==> src/dmpt_pkg.sv <==
// ----------------------------------------------------------------------------
// dmpt_pkg
// Shared codes, types and helpers of the deadline-monotonic priority table.
// ----------------------------------------------------------------------------
package dmpt_pkg;

  typedef enum logic [1:0] {
    REQ_ADD     = 2'd0,
    REQ_REMOVE  = 2'd1,
    REQ_RESCHED = 2'd2,
    REQ_NONE    = 2'd3
  } req_t;

  localparam logic [1:0] STAT_OK        = 2'd0;
  localparam logic [1:0] STAT_NO_GAP    = 2'd1;
  localparam logic [1:0] STAT_FULL      = 2'd2;
  localparam logic [1:0] STAT_NOT_FOUND = 2'd3;

  localparam logic [1:0] CLS_NRT      = 2'd0;
  localparam logic [1:0] CLS_APER     = 2'd1;
  localparam logic [1:0] CLS_PERIODIC = 2'd2;
  localparam logic [1:0] CLS_SPORADIC = 2'd3;

  // ordering groups, lower sorts first
  localparam logic [1:0] GRP_PERIODIC = 2'd0;
  localparam logic [1:0] GRP_APER     = 2'd1;
  localparam logic [1:0] GRP_NRT      = 2'd2;

  typedef enum logic [2:0] {
    RES_HOLD,
    RES_ZERO,
    RES_NOT_FOUND,
    RES_REMOVED,
    RES_FULL,
    RES_NO_GAP,
    RES_ADDED
  } res_sel_t;

  typedef enum logic [2:0] {
    S_IDLE,
    S_SCAN,
    S_SELECT,
    S_REMOVE,
    S_ADD,
    S_RESTORE,
    S_DONE
  } state_t;

  typedef struct packed {
    logic     load;
    logic     scan;
    logic     select;
    logic     select_rem;
    logic     remove;
    logic     insert_new;
    logic     insert_saved;
    logic     publish;
    res_sel_t res;
  } dmpt_cmd_t;

  typedef struct packed {
    req_t req;
    logic found;
    logic full;
    logic no_gap;
  } dmpt_stat_t;

  function automatic logic [1:0] group_of(input logic [1:0] cls);
    logic [1:0] grp;
    if (cls >= CLS_PERIODIC) grp = GRP_PERIODIC;
    else if (cls == CLS_APER) grp = GRP_APER;
    else grp = GRP_NRT;
    return grp;
  endfunction

endpackage

==> src/dmpt_ctrl.sv <==
// ----------------------------------------------------------------------------
// dmpt_ctrl
// Request sequencer: scan, select, remove/insert, restore and result hand-off.
// ----------------------------------------------------------------------------
module dmpt_ctrl (
  input  logic                  clk,
  input  logic                  rst,
  input  logic                  in_valid,
  output logic                  in_ready,
  output logic                  out_valid,
  input  logic                  out_ready,
  input  dmpt_pkg::dmpt_stat_t  stat,
  output dmpt_pkg::dmpt_cmd_t   cmd
);
  import dmpt_pkg::*;

  state_t state, state_next;
  logic   phase, phase_next;          // set during the add half of a reschedule
  logic   out_valid_next;

  always_ff @(posedge clk) begin
    if (rst) begin
      state     <= S_IDLE;
      phase     <= 1'b0;
      out_valid <= 1'b0;
    end else begin
      state     <= state_next;
      phase     <= phase_next;
      out_valid <= out_valid_next;
    end
  end

  assign in_ready = (state == S_IDLE);

  always_comb begin
    cmd            = '0;
    cmd.res        = RES_HOLD;
    state_next     = state;
    phase_next     = phase;
    out_valid_next = out_valid && !out_ready;
    case (state)
      S_IDLE: begin
        if (in_valid) begin
          cmd.load   = 1'b1;
          phase_next = 1'b0;
          state_next = S_SCAN;
        end
      end
      S_SCAN: begin
        cmd.scan   = 1'b1;
        state_next = S_SELECT;
      end
      S_SELECT: begin
        cmd.select     = 1'b1;
        cmd.select_rem = !phase;
        if (phase) begin
          state_next = S_ADD;
        end else begin
          case (stat.req)
            REQ_ADD:     state_next = S_ADD;
            REQ_REMOVE:  state_next = S_REMOVE;
            REQ_RESCHED: state_next = S_REMOVE;
            default: begin
              cmd.res    = RES_ZERO;
              state_next = S_DONE;
            end
          endcase
        end
      end
      S_REMOVE: begin
        if (!stat.found) begin
          cmd.res    = RES_NOT_FOUND;
          state_next = S_DONE;
        end else begin
          cmd.remove = 1'b1;
          cmd.res    = RES_REMOVED;
          if (stat.req == REQ_RESCHED) begin
            phase_next = 1'b1;
            state_next = S_SCAN;
          end else begin
            state_next = S_DONE;
          end
        end
      end
      S_ADD: begin
        if (stat.full) begin
          cmd.res    = RES_FULL;
          state_next = S_DONE;
        end else if (stat.no_gap) begin
          cmd.res    = RES_NO_GAP;
          state_next = phase ? S_RESTORE : S_DONE;
        end else begin
          cmd.insert_new = 1'b1;
          cmd.res        = RES_ADDED;
          state_next     = S_DONE;
        end
      end
      S_RESTORE: begin
        // put the removed entry back where it was
        cmd.insert_saved = 1'b1;
        state_next       = S_DONE;
      end
      S_DONE: begin
        if (!out_valid || out_ready) begin
          cmd.publish    = 1'b1;
          out_valid_next = 1'b1;
          state_next     = S_IDLE;
        end
      end
      default: state_next = S_IDLE;
    endcase
  end

  a_publish_slot: assert property (@(posedge clk) disable iff (rst)
    cmd.publish |-> (!out_valid || out_ready))
    else $error("result published over an untaken word");

  a_accept_scan: assert property (@(posedge clk) disable iff (rst)
    (in_valid && in_ready) |=> (state == S_SCAN))
    else $error("accepted word did not start a scan");

  a_restore_resched: assert property (@(posedge clk) disable iff (rst)
    cmd.insert_saved |-> (phase && $past(state) == S_ADD))
    else $error("restore outside a failed reschedule");

endmodule

==> config.mk <==
export PLATFORM = sky130hd
export DESIGN_NAME = dmpt_ctrl
export DESIGN_NICKNAME = d
export VERILOG_FILES = /design/src/dmpt_pkg.sv /design/src/dmpt_ctrl.sv
export SDC_FILE = /design/constraint.sdc
export NUM_CORES = 1
export LEC_CHECK = 0
export BUFFER_PORTS_ARGS = -buffer_cell sky130_fd_sc_hd__buf_4
export CAP_MARGIN = 20
export CORE_AREA = 3 3 40 42
export DETAILED_ROUTE_END_ITERATION = 10
export DIE_AREA = 0 0 43 45
export GPL_TIMING_DRIVEN = 0
export HOLD_SLACK_MARGIN = 0.12
export PLACE_DENSITY = 0.72
export REMOVE_ABC_BUFFERS = 1
export SYNTH_ARGS = -nofsm -noshare
export SYNTH_HDL_FRONTEND = slang
export SYNTH_SLANG_ARGS = --single-unit
==> constraint.sdc <==
create_clock -name clk -period 1 [get_ports clk]
set_input_delay 0.1 -clock clk [delete_from_list [all_inputs] [get_ports clk]]
set_output_delay 0.1 -clock clk [all_outputs]
set_load 0.03 [all_outputs]
==> metrics.md <==
| Metric | Value |
|---|---|
| GP Congestion | `around 0.74` |
| Pwr Density | `~2800 nW/um^2` |
| Final worst setup slack | `-0.475 ns` |
| Die height | `~45 um` |
| CTS Buffer Depth | `2` |
| Max Cap Violations | `0` |
| CP Cell Sequence | `buf_4 -> buf_8 -> nor3_4 -> and2_4 -> buf_6` |
| Largest family of logic cells by synthesized area | `simple AND/OR/NAND/NOR gates` |
| Number of library cell types mapped by synthesis | `32` |
| Max FO, Critical Path | `5` |
| Clock buffer count from CTS | `3` |
| Tcrit/Tclk final | `147%` |
| VDD IR max | `between 0.001 and 0.0015 V` |
| Die area | `slightly below 2000 um^2` |
| Core Box Area | `roughly 1300 um^2` |
| Largest net degree at the start of global routing | `10` |
| Drt total wl | `1.88 mm` |
| Mux cell area share after synthesis | `0%` |
| Final setup skew | `0.00424 ns` |
| Worst-margin pin slew | `between 0.3 and 0.4 ns` |
| Htree depth | `1` |
| Asr flop ratio synth | `0%` |
| Unrepaired setup endpoints after global routing | `true` |
| Antenna Nets Post-Route | `0` |
| Setup Viol. Count Final | `16` |
| Ports | `22` |
| Clk sinks | `5` |
| Post-synthesis simple-gate area fraction | `between 40% and 50%` |
| Crit path buf inv count | `3` |
| Post-Syn Area | `503 um^2` |
| Ant. Diodes | `0` |
| Global route total overflow | `0` |
| DR vias/cell | `around 5.3` |
| Worst Path Arrival | `roughly 1.4 ns` |
| Post-Syn Area per Cell | `8.67 um^2` |
| Layout area overhead | `103%` |
| Antenna violations before repair | `0` |
| Yosys top cell by area | `dfxtp_1` |
| Mapped Cells | `58` |
| Failing checks | `negative setup slack` |
| Final Hold Viols | `0` |
| Number of global-route vias before repair | `624` |
| CP top delay family | `buffers and inverters` |
| Routed vias | `slightly above 600` |
| Clk slew on worst S/H paths | `0.04 ns` |
| DIE WIDTH | `43 um` |
| Port Buffers | `21` |
| Sequential fraction of the synthesis area | `19.9%` |
| WS Path Type | `reg2out` |
| Cell Rows | `13` |
| CTS root buffer | `clkbuf_4` |
| # nets final | `113` |
| Hpwl dp | `around 850 um` |
| LEAKAGE | `0.477 nW` |
| Startpoint types | `flip-flop` |
| First-pass GRT wire length | `2.74 mm` |
| XOR/XNOR Fraction of Synth Area | `0%` |
| Setup TNS Final | `-5.40 ns` |
| Fin. max-slew vios | `0` |
| Min Tclk post-route | `between 1 and 1.5 ns` |
| Initial core utilization | `around two fifths` |
| HP Class | `in2reg` |
| Headroom to the max-slew limit | `78.5%` |
| Fmax | `around 0.68 GHz` |
| Seq cells post-synth | `5` |
| Post-Synth Adder-Cell Area | `under 10%` |
| Layout cell share with drive strength beyond 1 | `approximately 69%` |
| End-of-flow core utilization | `79.4%` |
| Post-synth top area share | `19.9%` |
| Run status | `finished with violations` |
| Synth Area in Compound Gates | `~18%` |
| DR WL/cell | `around 16 um` |
| Starting DRT DRC Count | `7` |
| CTS tree | `yes` |
| EDFF count, synth | `0` |
| CP Capture Type | `output pin` |
| DRC | `0` |
| Req. time, crit path | `about 0.9 ns` |
| Area contributors post-synth | `dfxtp_1 20%, ha_1 7.5%, a31oi_1 5.0%, nor4b_4 4.7%, buf_6 4.5%` |
| Later-pin clock latency in the skew report | `between 0.2 and 0.3 ns` |
| 1st-pass router iterations | `4` |
| Commonest cells post-synth | `5 x dfxtp_1, 5 x nor2_1, 4 x a31oi_1, 4 x nand2_1` |
| Synth warn | `0` |
| Synth Flop Type | `dfxtp_1` |
| CP max-delay cell | `dfxtp_4` |
| Total track usage | `20.0%` |
| Worst path max stage delay | `0.37 ns` |
-- stage by stage --
| stage | hold WS [ns] | instance area, um^2 | setup WS, ns | instances | power, W |
|---|---|---|---|---|---|
| floorplan | 0.169 | 473 | -0.651 | 55 | 0.00118 |
| global placement | 0.314 | 649 | -0.540 | 91 | 0.00154 |
| detailed placement | 0.312 | 649 | -0.576 | 91 | 0.00156 |
| CTS | 0.112 | 942 | -0.425 | 110 | 0.00250 |
| global route | 0.145 | 1020 | -0.536 | 115 | 0.00297 |
| finish | 0.135 | 1020 | -0.475 | 115 | 0.00285 |
-- path summary, 6_finish.rpt --
| path | startpoint | end | slack [ns] | depth (start not counted) |
|---|---|---|---|---|
| worst max-delay path | state[1] | cmd[10] | -0.47 | 5 |
| worst max register to register | state[1] | state[1] | -0.35 | 5 |
| worst min-delay path | rst | state[0] | 0.13 | 3 |
| worst min register to register | out_valid | out_valid | 0.57 | 2 |
-- cell usage in the layout, fill, tap and decap left out, types with 2 or more instances in the layout --
master,instances
nor3_2,2
and2_4,2
dfxtp_4,3
buf_6,17
nor2_1,2
a31oi_4,2
nor4b_4,2
clkbuf_4,3
nor2_4,2
inv_1,3
ha_1,3
nand2b_1,3
nand2_1,3
buf_8,2
nand3_1,2
buf_4,21
a31oi_1,2
-- worst min-delay path, stage by stage --
cell	delay [ns]
buf_4	0.10
a221o_1	0.11
a31oi_1	0.04
-- metal layers --
metal | up-vias | share of wire (%) | GRT usage, %
li1 | 290 | - | -
met1 | 290 | 37 | 20.8
met2 | 22 | 57 | 37.4
met3 | 4 | 4.6 | 5.58
met4 | 0 | 1.8 | 9.04
met5 | - | 0 | 0
-- layout make-up --
cell class | count | area [um^2]
clock buffer | 4 | 26.3
tap | 15 | 18.8
timing repair buffer | 41 | 389
fill | 93 | 265
sequential | 5 | 113
multi-input combinational | 46 | 458
inverter | 4 | 15.0
-- registers in the layout (all words and copies together) (netlist names) --
name / cells
phase: 1
out_valid: 1
state: 3
-- repair_timing --
| action | in CTS | in global routing |
|---|---|---|
| pin swaps | 12 | 7 |
| endpoints found under the hold margin | 4 | 0 |
| resized for setup | 36 | 14 |
| hold buffers | 1 | 0 |
| setup buffers | 14 | 8 |
| endpoints found under the setup margin | 17 | 17 |
-- where the power goes --
part	internal, W	total (W)	switching [W]	leakage (nW)
Combinational	0.00114	0.00217	0.00103	0.419
Clock	0.000152	0.000249	0.0000969	0.0150
Sequential	0.000288	0.000426	0.000139	0.0434
-- kinds of logic after synthesis --
logic type / after synthesis
AND/OR/NAND/NOR: 31
AO/OA/AOI/OAI: 12
buffers and inverters: 7
flip-flops: 5
adder cells (fa/ha/maj): 3
No activity file was read; power rests on OpenSTA's default activity.
